--- src/rtl/core/tgc_pkg.sv ---
// Types and constants of the touch gesture classifier
`default_nettype none
package tgc_pkg;

  // Event decode codes
  localparam logic [4:0]  TYPE_KEY      = 5'd1;
  localparam logic [4:0]  TYPE_ABS      = 5'd3;
  localparam logic [9:0]  CODE_X        = 10'd0;
  localparam logic [9:0]  CODE_Y        = 10'd1;
  localparam logic [9:0]  CODE_PRESSURE = 10'd24;
  localparam logic [9:0]  CODE_TOUCH    = 10'd330;

  // Threshold after reset
  localparam logic [9:0]  THR_RESET     = 10'd50;

  // x = floor(v*25/32); y = floor(4v/5) = (4v * 52429) >> 18, exact for 4v < 16384
  localparam logic [16:0] X_MUL         = 17'd25;
  localparam logic [15:0] Y_RECIP       = 16'd52429;

  typedef enum logic [2:0] {
    GEST_TAP   = 3'd0,
    GEST_UP    = 3'd1,
    GEST_DOWN  = 3'd2,
    GEST_LEFT  = 3'd3,
    GEST_RIGHT = 3'd4,
    GEST_TIE   = 3'd5
  } gesture_e;

  typedef enum logic [1:0] {
    OP_X,
    OP_Y,
    OP_RELEASE
  } op_kind_e;

  // Raw touch event
  typedef struct packed {
    logic [4:0]  event_type;
    logic [9:0]  event_code;
    logic [11:0] event_value;
  } event_t;

  // Classified gesture
  typedef struct packed {
    logic [2:0]  gesture;
    logic [11:0] release_x;
    logic [11:0] release_y;
  } result_t;

  // Decoded operation from front to back
  typedef struct packed {
    op_kind_e    kind;
    logic [11:0] pos;
  } op_t;

endpackage
`default_nettype wire

--- src/rtl/core/tgc_fifo.sv ---
// Small register-based queue used between the stages and on the result side
`default_nettype none
module tgc_fifo #(
  parameter int Depth = 2,
  parameter int Width = 8
) (
  input  wire logic             clk_i,
  input  wire logic             rst_ni,
  input  wire logic             push_i,
  input  wire logic [Width-1:0] data_i,
  output logic                  full_o,
  input  wire logic             pop_i,
  output logic [Width-1:0]      data_o,
  output logic                  empty_o
);

  localparam int PtrW = (Depth > 1) ? $clog2(Depth) : 1;
  localparam int CntW = $clog2(Depth + 1);

  logic [Width-1:0] mem_q [Depth];
  logic [PtrW-1:0]  wr_ptr_q, wr_ptr_d;
  logic [PtrW-1:0]  rd_ptr_q, rd_ptr_d;
  logic [CntW-1:0]  cnt_q, cnt_d;
  logic             do_push, do_pop;

  assign full_o  = (cnt_q == CntW'(Depth));
  assign empty_o = (cnt_q == '0);
  assign do_push = push_i && !full_o;
  assign do_pop  = pop_i && !empty_o;
  assign data_o  = mem_q[rd_ptr_q];

  // Pointer and count update with wrap at the depth
  always_comb begin
    wr_ptr_d = wr_ptr_q;
    rd_ptr_d = rd_ptr_q;
    cnt_d    = cnt_q;
    if (do_push) begin
      wr_ptr_d = (wr_ptr_q == PtrW'(Depth - 1)) ? '0 : wr_ptr_q + 1'b1;
    end
    if (do_pop) begin
      rd_ptr_d = (rd_ptr_q == PtrW'(Depth - 1)) ? '0 : rd_ptr_q + 1'b1;
    end
    if (do_push && !do_pop) begin
      cnt_d = cnt_q + 1'b1;
    end else if (do_pop && !do_push) begin
      cnt_d = cnt_q - 1'b1;
    end
  end

  always_ff @(posedge clk_i or negedge rst_ni) begin
    if (!rst_ni) begin
      wr_ptr_q <= '0;
      rd_ptr_q <= '0;
      cnt_q    <= '0;
    end else begin
      wr_ptr_q <= wr_ptr_d;
      rd_ptr_q <= rd_ptr_d;
      cnt_q    <= cnt_d;
    end
  end

  // Storage, no reset
  always_ff @(posedge clk_i) begin
    if (do_push) begin
      mem_q[wr_ptr_q] <= data_i;
    end
  end

endmodule
`default_nettype wire

--- src/rtl/core/tgc_front.sv ---
// Front stage: takes raw events, decodes and scales them into operations
`default_nettype none
module tgc_front (
  input  wire logic           clk_i,
  input  wire logic           rst_ni,
  input  wire logic           push_i,
  input  tgc_pkg::event_t     item_i,
  output logic                full_o,
  output logic                op_push_o,
  output tgc_pkg::op_t        op_o,
  input  wire logic           op_full_i
);
  import tgc_pkg::*;

  logic        valid_q, valid_d;
  op_t         op_q, op_d;
  logic        accept;
  logic        is_x, is_y, is_rel, relevant;
  logic [16:0] x_prod;
  logic [29:0] y_prod;

  // Stage is free when empty or draining into the queue this cycle
  assign full_o    = valid_q && op_full_i;
  assign accept    = push_i && !full_o;
  assign op_push_o = valid_q;
  assign op_o      = op_q;

  // Decode the event
  always_comb begin
    is_x   = (item_i.event_type == TYPE_ABS) && (item_i.event_code == CODE_X);
    is_y   = (item_i.event_type == TYPE_ABS) && (item_i.event_code == CODE_Y);
    is_rel = (item_i.event_value == '0) &&
             (((item_i.event_type == TYPE_KEY) && (item_i.event_code == CODE_TOUCH)) ||
              ((item_i.event_type == TYPE_ABS) && (item_i.event_code == CODE_PRESSURE)));
    relevant = is_x || is_y || is_rel;
  end

  // Constant scaling to pixels
  always_comb begin
    x_prod = {5'b0, item_i.event_value} * X_MUL;
    y_prod = {2'b0, item_i.event_value, 2'b00} * {14'b0, Y_RECIP};
  end

  // Build the operation and the stage valid
  always_comb begin
    op_d    = op_q;
    valid_d = valid_q && op_full_i;
    if (accept) begin
      valid_d = relevant;
      if (is_x) begin
        op_d.kind = OP_X;
        op_d.pos  = x_prod[16:5];
      end else if (is_y) begin
        op_d.kind = OP_Y;
        op_d.pos  = y_prod[29:18];
      end else begin
        op_d.kind = OP_RELEASE;
        op_d.pos  = '0;
      end
    end
  end

  always_ff @(posedge clk_i or negedge rst_ni) begin
    if (!rst_ni) begin
      valid_q <= 1'b0;
    end else begin
      valid_q <= valid_d;
    end
  end

  always_ff @(posedge clk_i) begin
    op_q <= op_d;
  end

endmodule
`default_nettype wire

--- src/rtl/core/tgc_back.sv ---
// Back stage: keeps the touch points and classifies the gesture on release
`default_nettype none
module tgc_back (
  input  wire logic           clk_i,
  input  wire logic           rst_ni,
  input  tgc_pkg::op_t        op_i,
  input  wire logic           op_empty_i,
  output logic                op_pop_o,
  input  wire logic [9:0]     thr_i,
  output logic                res_push_o,
  output tgc_pkg::result_t    res_o,
  input  wire logic           res_full_i
);
  import tgc_pkg::*;

  logic [11:0] sx_q, sx_d, sy_q, sy_d, ex_q, ex_d, ey_q, ey_d;
  logic        sxv_q, sxv_d, syv_q, syv_d, exv_q, exv_d, eyv_q, eyv_d;
  logic        all_valid, is_rel, consume;
  logic        x_neg, y_neg;
  logic [11:0] adx, ady;
  gesture_e    gest;

  assign all_valid = sxv_q && syv_q && exv_q && eyv_q;
  assign is_rel    = (op_i.kind == OP_RELEASE);
  // A release waits only when the result queue is full
  assign consume   = !op_empty_i && !(is_rel && res_full_i);
  assign op_pop_o  = consume;
  assign res_push_o = consume && is_rel && all_valid;

  // Deltas and classification
  always_comb begin
    x_neg = (ex_q < sx_q);
    y_neg = (ey_q < sy_q);
    adx   = x_neg ? (sx_q - ex_q) : (ex_q - sx_q);
    ady   = y_neg ? (sy_q - ey_q) : (ey_q - sy_q);
    if ((adx < {2'b0, thr_i}) && (ady < {2'b0, thr_i})) begin
      gest = GEST_TAP;
    end else if (adx < ady) begin
      gest = y_neg ? GEST_UP : GEST_DOWN;
    end else if (adx > ady) begin
      gest = x_neg ? GEST_LEFT : GEST_RIGHT;
    end else begin
      gest = GEST_TIE;
    end
    res_o.gesture   = gest;
    res_o.release_x = ex_q;
    res_o.release_y = ey_q;
  end

  // Point update
  always_comb begin
    sx_d = sx_q; sy_d = sy_q; ex_d = ex_q; ey_d = ey_q;
    sxv_d = sxv_q; syv_d = syv_q; exv_d = exv_q; eyv_d = eyv_q;
    if (consume) begin
      case (op_i.kind)
        OP_X: begin
          if (!sxv_q) begin
            sx_d  = op_i.pos;
            sxv_d = 1'b1;
          end
          ex_d  = op_i.pos;
          exv_d = 1'b1;
        end
        OP_Y: begin
          if (!syv_q) begin
            sy_d  = op_i.pos;
            syv_d = 1'b1;
          end
          ey_d  = op_i.pos;
          eyv_d = 1'b1;
        end
        OP_RELEASE: begin
          if (all_valid) begin
            sxv_d = 1'b0; syv_d = 1'b0; exv_d = 1'b0; eyv_d = 1'b0;
          end
        end
        default: begin
        end
      endcase
    end
  end

  always_ff @(posedge clk_i or negedge rst_ni) begin
    if (!rst_ni) begin
      sxv_q <= 1'b0;
      syv_q <= 1'b0;
      exv_q <= 1'b0;
      eyv_q <= 1'b0;
    end else begin
      sxv_q <= sxv_d;
      syv_q <= syv_d;
      exv_q <= exv_d;
      eyv_q <= eyv_d;
    end
  end

  // Positions, meaningful only while valid
  always_ff @(posedge clk_i) begin
    sx_q <= sx_d;
    sy_q <= sy_d;
    ex_q <= ex_d;
    ey_q <= ey_d;
  end

endmodule
`default_nettype wire

--- src/rtl/core/touch_gesture_classifier.sv ---
// Touch gesture classifier: tap and swipe detection from raw touch events
// Throughput: one event per cycle on the input and one result per cycle on the output
//   while no queue is full. A release goes from the front register into the op queue,
//   then the back stage writes its result into the result queue.
// The op queue and result queue each hold FifoDepth items and decouple the stages.
// Reset (rst_ni low, asynchronous): queues empty, all touch points invalid, threshold 50.
`default_nettype none
module touch_gesture_classifier #(
  parameter int FifoDepth = 2
) (
  input  wire logic           clk_i,
  input  wire logic           rst_ni,
  input  wire logic           push,
  input  tgc_pkg::event_t     in_item_i,
  output logic                full,
  output logic                empty,
  input  wire logic           pop,
  output tgc_pkg::result_t    res_item_o,
  input  wire logic           cfg_we_i,
  input  wire logic [9:0]     cfg_wdata_i
);
  import tgc_pkg::*;

  logic [9:0]  thr_val_q;
  op_t         fr_op, bk_op;
  logic        fr_push, op_full, op_empty, op_pop;
  result_t     bk_res;
  logic        res_push, res_full;

  // Tap threshold register
  always_ff @(posedge clk_i or negedge rst_ni) begin
    if (!rst_ni) begin
      thr_val_q <= THR_RESET;
    end else begin
      if (cfg_we_i) begin
        thr_val_q <= cfg_wdata_i;
      end
    end
  end

  tgc_front u_front (
    .clk_i     (clk_i),
    .rst_ni    (rst_ni),
    .push_i    (push),
    .item_i    (in_item_i),
    .full_o    (full),
    .op_push_o (fr_push),
    .op_o      (fr_op),
    .op_full_i (op_full)
  );

  tgc_fifo #(
    .Depth (FifoDepth),
    .Width ($bits(op_t))
  ) u_op_q (
    .clk_i   (clk_i),
    .rst_ni  (rst_ni),
    .push_i  (fr_push),
    .data_i  (fr_op),
    .full_o  (op_full),
    .pop_i   (op_pop),
    .data_o  (bk_op),
    .empty_o (op_empty)
  );

  tgc_back u_back (
    .clk_i      (clk_i),
    .rst_ni     (rst_ni),
    .op_i       (bk_op),
    .op_empty_i (op_empty),
    .op_pop_o   (op_pop),
    .thr_i      (thr_val_q),
    .res_push_o (res_push),
    .res_o      (bk_res),
    .res_full_i (res_full)
  );

  tgc_fifo #(
    .Depth (FifoDepth),
    .Width ($bits(result_t))
  ) u_res_q (
    .clk_i   (clk_i),
    .rst_ni  (rst_ni),
    .push_i  (res_push),
    .data_i  (bk_res),
    .full_o  (res_full),
    .pop_i   (pop),
    .data_o  (res_item_o),
    .empty_o (empty)
  );

endmodule
`default_nettype wire

--- config.mk ---
export PLATFORM = sky130hd
export DESIGN_NAME = touch_gesture_classifier
export DESIGN_NICKNAME = d
export VERILOG_FILES = /design/src/rtl/core/tgc_pkg.sv /design/src/rtl/core/tgc_fifo.sv /design/src/rtl/core/tgc_front.sv /design/src/rtl/core/tgc_back.sv /design/src/rtl/core/touch_gesture_classifier.sv
export SDC_FILE = /design/constraint.sdc
export NUM_CORES = 1
export LEC_CHECK = 0
export BUFFER_PORTS_ARGS = -buffer_cell sky130_fd_sc_hd__buf_2
export CAP_MARGIN = 30
export CELL_PAD_IN_SITES_DETAIL_PLACEMENT = 1
export CELL_PAD_IN_SITES_GLOBAL_PLACEMENT = 1
export CORE_MARGIN = 2
export CORE_UTILIZATION = 30
export CTS_BUF_LIST = sky130_fd_sc_hd__clkbuf_16
export CTS_CLUSTER_DIAMETER = 40
export CTS_CLUSTER_SIZE = 28
export DETAILED_ROUTE_END_ITERATION = 6
export PLACE_DENSITY_LB_ADDON = 0.1
export SLEW_MARGIN = 20
export SYNTH_ARGS = -nofsm -noshare
export SYNTH_HDL_FRONTEND = slang
export SYNTH_SLANG_ARGS = --single-unit
--- constraint.sdc ---
create_clock -name clk_i -period 7.4 [get_ports clk_i]
set_input_delay 0.74 -clock clk_i [delete_from_list [all_inputs] [get_ports clk_i]]
set_output_delay 0.74 -clock clk_i [all_outputs]
set_load 0.005 [all_outputs]
; ---- Word level (Yosys, flattened, before mapping)
; Memories as Yosys holds them, arrays and structs flattened.
; Cells that the tools add are included.
; Widths: inputs -> output; s select.
[op_classes]
n_addsub = 12
multipliers = 2
n_lt_le_gt_ge = 6
eq_ne = 10
mux = 25
n_bitwise = 2
n_reduce_logical = 51
[ops]
columns = operator, n
row1 = $sub 12x12->12, 4
row2 = $lt 12x12->1, 3
row3 = $mux 12, 3
row4 = $mul 12x16->28 const B, 1
row5 = $lt 12x10->1, 2
row6 = $logic_and 1x1->1, 23
row7 = $mul 12x5->17 const B, 1
row8 = $mux 14, 1
row9 = $gt 12x12->1, 1
row10 = $logic_not 12->1, 1
row11 = $mux 3, 4
row12 = $reduce_and 3->1, 4
row13 = $eq 10x1->1 const B, 1
row14 = $eq 10x5->1 const B, 1
row15 = $eq 10x9->1 const B, 1
row16 = $logic_not 1->1, 10
row17 = $logic_not 10->1, 1
row18 = $mux 1, 10
row19 = $mux 2, 5
row20 = $reduce_bool 2->1, 4
row21 = $eq 2x2->1 const B, 3
row22 = $logic_not 2->1, 3
row23 = $eq 5x1->1 const B, 1
row24 = $eq 5x2->1 const B, 1
row25 = other kinds (9), 19
[word_totals]
reg_bits = 83
mem_bits_rw = 82
in_bits = 42
n_memories = 2
[memory_table]
columns = memory, words, word_bits, read_ports, rd_clocked_by_memory_dff, write_ports, line_no
row1 = u_res_q.mem_q, 2, 27, 1, 0, 1, tgc_fifo.sv:20  ; logic [Width-1:0] mem_q [Depth];
row2 = u_op_q.mem_q, 2, 14, 1, 0, 1, tgc_fifo.sv:20

; ---- Depth between registers and ports, before layout
; Gate-level depths: netlist of the first run.
; An unclocked memory read counts as a cell.
[depth]
ltp_word = 12
ltp_mapped = 22
ltp_nobuf = 22

; ---- By module
; Synthesis of the first run repeated with hierarchy kept, for this count alone.
[unflattened]
hier_cells = 1116
area_unflattened_um2 = 12687.2
[by_module_without_submodules]
columns = module, instances, cells_per_inst, area_each_um2, seq_area_each_um2
row1 = tgc_back, 1, 474, 4506.8, 1491.4
row2 = tgc_front, 1, 455, 4260.3, 445.4
row3 = tgc_fifo at u_res_q, 1, 103, 2244.7, 1721.7
row4 = tgc_fifo at u_op_q, 1, 63, 1260.0, 940.9
row5 = touch_gesture_classifier, 1, 21, 415.4, 254.0

; ---- Worst setup path after synthesis of the first run
; No wires, ideal clock.
[synth_path]
path_kind = input-to-reg
from = in in_item_i[10] (netlist name)
to = reg u_front.op_q, in the netlist u_front.op_o[11] (data pin)
setup_ps = 266
arrival_ps = 4988
t_required_ps = 7134
setup_slack_ps = 2146
stages = 20
n_path_buf = 0
cell_sequence = inv_1 -> ha_1 -> inv_1 -> fa_1 -> fa_1 -> inv_1 -> fa_1 -> inv_1 -> fa_1 -> inv_1 -> ha_1 -> o21a_1 -> o211ai_1 -> a31o_2 -> o31ai_1 -> a31oi_1 -> xor2_1 -> a21oi_1 -> xnor2_1 -> nor2_1
[synth_between]
elab_chain_cells = 3
[synth_rtl]
columns = element, line_no
row1 = start: declaration, touch_gesture_classifier.sv:14  ; input tgc_pkg::event_t in_item_i,
row2 = $mul 12x16->28, tgc_front.sv:41  ; y_prod = {2'b0, item_i.event_value, 2'b00} * {14'b0, Y_RECIP};
row3 = $mux 14, tgc_front.sv:53  ; end else if (is_y) begin
row4 = $mux 12 *, tgc_front.sv:50  ; if (is_x) begin
row5 = end signal: assignment, tgc_front.sv:72  ; op_q <= op_d;
row6 = end: declaration, tgc_front.sv:16  ; op_t op_q, op_d;
; Every way passes the cells marked *; elsewhere a longest branch is shown, timed or not.
; A chain may end at the register's enable or synchronous reset.

==> out/metrics.cfg, run 1 <==
[status]
status=completed

[clock_network]
clock_latency_ps=440
path_clk_slew_ps=70
cts.repair.resized=0
cts_sinks=165
cts_tree=done
clock-root-buffer=clkbuf_16
clk_path_buf_depth=2
cts-hold-fix-buffers=0
postCtsSetupBuffers=0
htree_levels=4
numCtsBuffers=17

[cells_and_area]
finalNetCount=1455
area_growth_pct=13.0
fillers=4507
layout-drive-gt1-share_pct=14.0
final_area_sq_um=13900
instances_no_fill=1722
n_antenna_cell=0

[floorplanning]
start_util_pct=30.2
std_cell_rows=74
core_sq_um=40600
die_area_sq_um=42500
dieWidth_um=206
ioPinCount=71
die_h_um=206

[critical_path]
cp-start-kind=flop
slowest_stage=a31oi_4
crit_chain=inv_1 > ha_1 > inv_1 > fa_1 > a211oi_1 > o211ai_1 > a31oi_4 > inv_1 > o31a_1 > xor2_1 > ha_1 > a21oi_1 > o21ai_0 > a2111oi_0 > nor2_1 > a2111o_1 > nor4b_2 > a311oi_1
cp.required_ps=7530
slowest_delay_ps=540
crit_top_cell=inv_1
reg2reg_slack_ps=1860
crit_path_end_kind=flop
crit_fanout=16
crit_arrival_ps=5670
path_class=reg -> reg

[yosys]
netlist_area_sq_um=12300
yosysMostFrequentCell=inv_1
synthDominantCellAreaShare_pct=35.2
syn_inst=1101
syn_nets=1379
yosys-top-cells-area=edfxtp_1 35%, ha_1 19%, fa_1 8.6%, inv_1 6.4%, mux2_2 4.1%
yosysTopAreaCell=edfxtp_1
yosysSeqAreaShare_pct=39.6
yosysWarnings=0
synth-edff-count=144
synth_cell_types=68
synth_common_cells=208 x inv_1, 183 x ha_1, 144 x edfxtp_1, 60 x a21oi_1, 53 x fa_1
synth_flop_cell=edfxtp_1
syn_avg_cell_area_sq_um=11.1
synthArstFlopShare_pct=12.7
ys_ff_latch=165

[timing]
holdWs_ps=312
fin_setup_tns_ps=0
max_slew.worst_pin.slew_ps=893
period_share_pct=74.9
period_minus_slack_ps=5540
skew_ps=13.6
finalMaxSlewViolations=0
slew_headroom_pct=40.4
finalSetupViolations=0
finalHoldViolCount=0
rsz0062_at_grt=no
fmax_mhz=181

[power_and_ir_drop]
p_total_w=0.00433
p_per_area_nw_per_um2=312
vdd_drop_max_mv=0.186
p_leak_nw=6.38

[placement]
place_area_sq_um=13300
gp_congestion=0.786
dpl.hpwl_um=25800
placed_cells_incl_taps=1690
portBuffers=70

[routing]
drt_pass1_iterations=4
vias=7997
ant_nets=0
routed_via_density=4.64
wl_per_cell_um=18.0
drc=0
drtIter0Drc=291
routed_wl_um=31100

[flow_run]
maxCapViolCount=0

[global_route]
grt_pass1_wl_um=49200
grt_use_total_pct=15.5
grt_antenna_before_repair=0
grt_max_degree=28
grt_pass1_vias=8750
grt_remaining_overflow=0

[hold_path]
min_path_type=in -> async

==> worst paths after layout <==
check	cells after the start	from	end
hold reg to reg	0	u_front.op_o[5]	u_op_q.mem_q[0][5]
hold / removal	1	rst_ni	thr_val_q[2]
setup / recovery	18	u_back.ey_q[0]	u_res_q.mem_q[1][24]
setup reg to reg	18	u_back.ey_q[0]	u_res_q.mem_q[1][24]
max in group asynchronous	1	rst_ni	u_back.sxv_q
min in group clk_i	0	u_front.op_o[5]	u_op_q.mem_q[0][5]
==> cell usage in the layout (no fill, tap or decap), types with 7 or more instances in the layout <==
master / n
fa_1: 53
o21ai_0: 44
buf_2: 70
mux2i_1: 10
xor2_1: 23
nor2_1: 49
mux2_2: 45
a21oi_1: 60
o211ai_1: 7
buf_4: 7
clkbuf_16: 19
inv_1: 209
xnor2_1: 30
nand3_1: 13
a21o_1: 25
ha_1: 183
nand2_1: 40
a211oi_1: 7
edfxtp_1: 144
dfrtp_1: 18
==> layout make-up <==
class                           instances  area, sq um  area share [%]
Clock buffer                           19          475            3.43
Multi-Input combinational cell        708         6550            47.3
Timing Repair Buffer                   77          403            2.91
Tap cell                              532          666            4.80
Sequential cell                       165         4850            35.0
Clock inverter                         13          130           0.939
Inverter                              208          781            5.63
==> registers in the layout, summed over array words and instances, names as in the netlist, 2 cells and up <==
register,count
u_res_q.mem_q,54
thr_val_q,10
u_back.ey_q,12
u_back.sy_q,12
u_op_q.mem_q,28
u_res_q.cnt_q,2
u_op_q.cnt_q,2
u_back.sx_q,12
u_back.ex_q,12
u_front.op_o,14
==> stage by stage <==
step           setup slack, ps  utilization (%)
2_1_floorplan             2150                -
4_1_cts                   1770             34.1
3_3_place_gp              1540             32.6
6_report                  1860             34.1
3_5_place_dp              1370             32.6
5_1_grt                   1450             34.1
==> cells by family after synthesis <==
family          after synthesis  share of synthesized area, %
fa+ha+maj                   236                          27.3
simple gates                154                          6.02
buf+inv                     228                          7.12
mux                          55                          4.95
flops                       165                          39.6
compound gates              210                          11.3
xor+xnor                     53                          3.78
==> routing by layer <==
metal	part of all wire (%)	track usage, %	vias up
met5	0	0	-
met4	2.0	4.85	0
met3	1.4	1.81	29
met2	51	28.3	79
met1	45	19.0	3916
li1	-	-	3973
==> critical path, delay by kind of cell (launching register included) <==
kind	cells	cell delay (ps)
adders and majority gates	3	920
xor gates and xnor gates	1	340
DFF	1	460
buffers and inverters	3	370
AOI/OAI and AO/OA	9	2620
and+or+nand+nor	2	530
==> report_power, final <==
group	leakage [nW]	internal, W	switching (W)	total (W)
clock network	0.305	0.000515	0.000403	0.000917
registers	1.58	0.00115	0.0000720	0.00122
logic	4.49	0.000917	0.00127	0.00218
total	6.38	0.00258	0.00174	0.00433
Note: power is estimated with default switching activity, not from simulation.
==> inputs of run 2 (changes only) <==
==> constraint.sdc (replaced) <==
create_clock -name clk_i -period 5.13 [get_ports clk_i]
set_input_delay 0.513 -clock clk_i [delete_from_list [all_inputs] [get_ports clk_i]]
set_output_delay 0.513 -clock clk_i [all_outputs]
set_load 0.005 [all_outputs]
==> out/metrics.cfg, run 2 (same netlist as run 1, synthesis figures left out) <==
[status]
status=completed  ; unchanged

[placement]
portBuffers=70  ; unchanged
place_ws_ps=-254  ; was 1370 ps
placed_cells_incl_taps=1758  ; was 1690
dpl.hpwl_um=26400  ; was 25800 um
place_area_sq_um=13800  ; was 13300 sq um
gp_congestion=0.774  ; was 0.786

[floorplanning]
ioPinCount=71  ; unchanged
std_cell_rows=74  ; unchanged
dieWidth_um=206  ; unchanged
start_util_pct=30.2  ; unchanged
die_area_sq_um=42500  ; unchanged
die_h_um=206  ; unchanged
core_sq_um=40600  ; unchanged

[critical_path]
cp.required_ps=5290  ; was 7530 ps
cp-start-kind=input pin  ; was flop
crit_path_end_kind=flop  ; unchanged
rr_worst_depth=21  ; was 18
crit_top_cell=fa_1  ; was inv_1
crit_chain=buf_2 > inv_1 > ha_1 > inv_1 > fa_1 > buf_4 > fa_1 > fa_1 > fa_1 > inv_1 > ha_1 > a21o_1 > a21o_1 > a2111oi_1 > o31ai_1 > a31oi_1 > xor2_1 > a21oi_1 > xnor2_1 > nor2_1  ; was inv_1 > ha_1 > inv_1 > fa_1 > a211oi_1 > o211ai_1 > a31oi_4 > inv_1 > o31a_1 > xor2_1 > ha_1 > a21oi_1 > o21ai_0 > a2111oi_0 > nor2_1 > a2111o_1 > nor4b_2 > a311oi_1
slowest_stage=fa_1  ; was a31oi_4
crit_fanout=2  ; was 16
r2r_start=u_back.ey_q[0]  ; unchanged
path_buf_inv=5  ; was 3
reg2reg_slack_ps=360  ; was 1860 ps
path_class=in -> reg  ; was reg -> reg
regToRegEndpoint=u_res_q.mem_q[1][24]  ; unchanged
crit_arrival_ps=5010  ; was 5670 ps
cp_top_family=adder cells  ; was compound AO/OA/AOI/OAI gates
slowest_delay_ps=520  ; was 540 ps

[global_route]
grt_max_degree=28  ; unchanged
grt_antenna_before_repair=0  ; unchanged
grt_remaining_overflow=0  ; unchanged
grt_use_total_pct=15.6  ; was 15.5%
grt_pass1_vias=8909  ; was 8750
grt_pass1_wl_um=49700  ; was 49200 um

[cells_and_area]
area_growth_pct=17.3  ; was 13.0%
largest_reg_flops=54  ; unchanged
layout-drive-gt1-share_pct=19.1  ; was 14.0%
final_area_sq_um=14400  ; was 13900 sq um
finalNetCount=1524  ; was 1455
n_antenna_cell=0  ; unchanged
register_area_sq_um=4850  ; unchanged
layout_commonest_cell=inv_1  ; unchanged
fillers=4508  ; was 4507
top_register=u_res_q.mem_q  ; unchanged
instances_no_fill=1791  ; was 1722
multi_input_area_sq_um=6570  ; was 6550 sq um
most-common-layout-cells=208 x inv_1, 183 x ha_1, 144 x edfxtp_1  ; was 209 x inv_1, 183 x ha_1, 144 x edfxtp_1

[timing]
holdWs_ps=81.0  ; was 312 ps
finalHoldViolCount=0  ; unchanged
finalMaxSlewViolations=0  ; unchanged
fmax_mhz=206
period_minus_slack_ps=4840
postLayoutSetupSlackWorst_ps=285  ; was 1860 ps
finalSetupViolations=0  ; unchanged
skew_ps=11.7  ; was 13.6 ps
rsz0062_at_grt=no  ; unchanged
period_share_pct=94.4
slew_headroom_pct=44.0  ; was 40.4%
max_slew.worst_pin.slew_ps=839  ; was 893 ps

[clock_network]
cts_tree=done  ; unchanged
clk_path_buf_depth=2  ; unchanged
clock_latency_ps=430  ; was 440 ps
numCtsBuffers=17  ; unchanged
cts_sinks=165  ; unchanged
path_clk_slew_ps=70  ; about the same
clock-root-buffer=clkbuf_16  ; unchanged
cts-hold-fix-buffers=0  ; unchanged
htree_levels=4  ; unchanged

[routing]
vias=8226  ; was 7997
ant_nets=0  ; unchanged
drt_pass1_iterations=4  ; unchanged
routed_via_density=4.59  ; was 4.64
drtIter0Drc=270  ; was 291
wl_per_cell_um=17.6  ; was 18.0 um
drc=0  ; unchanged
routed_wl_um=31500  ; was 31100 um

[power_and_ir_drop]
p_per_area_nw_per_um2=456  ; was 312 nW/um^2
vdd_drop_max_mv=0.249  ; was 0.186 mV
p_leak_nw=6.71  ; was 6.38 nW

[flow_run]
maxCapViolCount=0  ; unchanged

[hold_path]
min_path_type=in -> async  ; unchanged

-- run 2: area by class of cell --
type | instances | area share [%]
Clock buffer | 19 | 3.30
Clock inverter | 13 | 0.852
Inverter | 208 | 5.42
Multi-Input combinational cell | 708 | 45.7
Sequential cell | 165 | 33.7
Tap cell | 532 | 4.62
Timing Repair Buffer | 146 | 6.40
-- run 2: worst max path at each step --
stage	from	end	slack [ps]	depth (start not counted)
after floorplan	in_item_i[10]	u_front.op_o[11]	100	20
after global placement	in_item_i[10]	u_front.op_o[11]	-190	21
after detailed placement	in_item_i[10]	u_front.op_o[11]	-250	20
after CTS	u_back.ey_q[0]	u_res_q.mem_q[1][24]	10	20
after global routing	in_item_i[10]	u_front.op_o[11]	30	20
final	in_item_i[10]	u_front.op_o[11]	290	20
-- run 2: layer usage --
metal / global-route usage (%) / part of all wire [%] / up-vias / wire length [um]
li1: - / - / 4100 / -
met1: 18.6 / 44 / 4021 / 13900
met2: 28.9 / 52 / 78 / 16400
met3: 2.02 / 1.6 / 27 / 497
met4: 4.54 / 1.9 / 0 / 599
met5: 0 / 0 / - / 0
-- run 2: what timing repair did --
| action | CTS | global route |
|---|---|---|
| setup buffers | 0 | 1 |
| resized for setup | 0 | 6 |
| setup endpoints to repair | 0 | 8 |
-- run 2: per-stage QoR --
step | TNS, ps | power [W] | utilization (%)
finish | 0 | 0.00656 | 35.4
global route | 0 | 0.00716 | 35.4
CTS | 0 | 0.00668 | 35.3
detailed placement | -1220 | 0.00536 | 33.9
global placement | -942 | 0.00531 | 33.9
floorplan | 0 | 0.00402 | -
-- run 2: power by group --
part	total (W)	switching, W	internal [W]
sequential	0.00176	0.0000993	0.00166
clock	0.00129	0.000587	0.000700
combinational	0.00351	0.00192	0.00159
total	0.00656	0.00261	0.00395
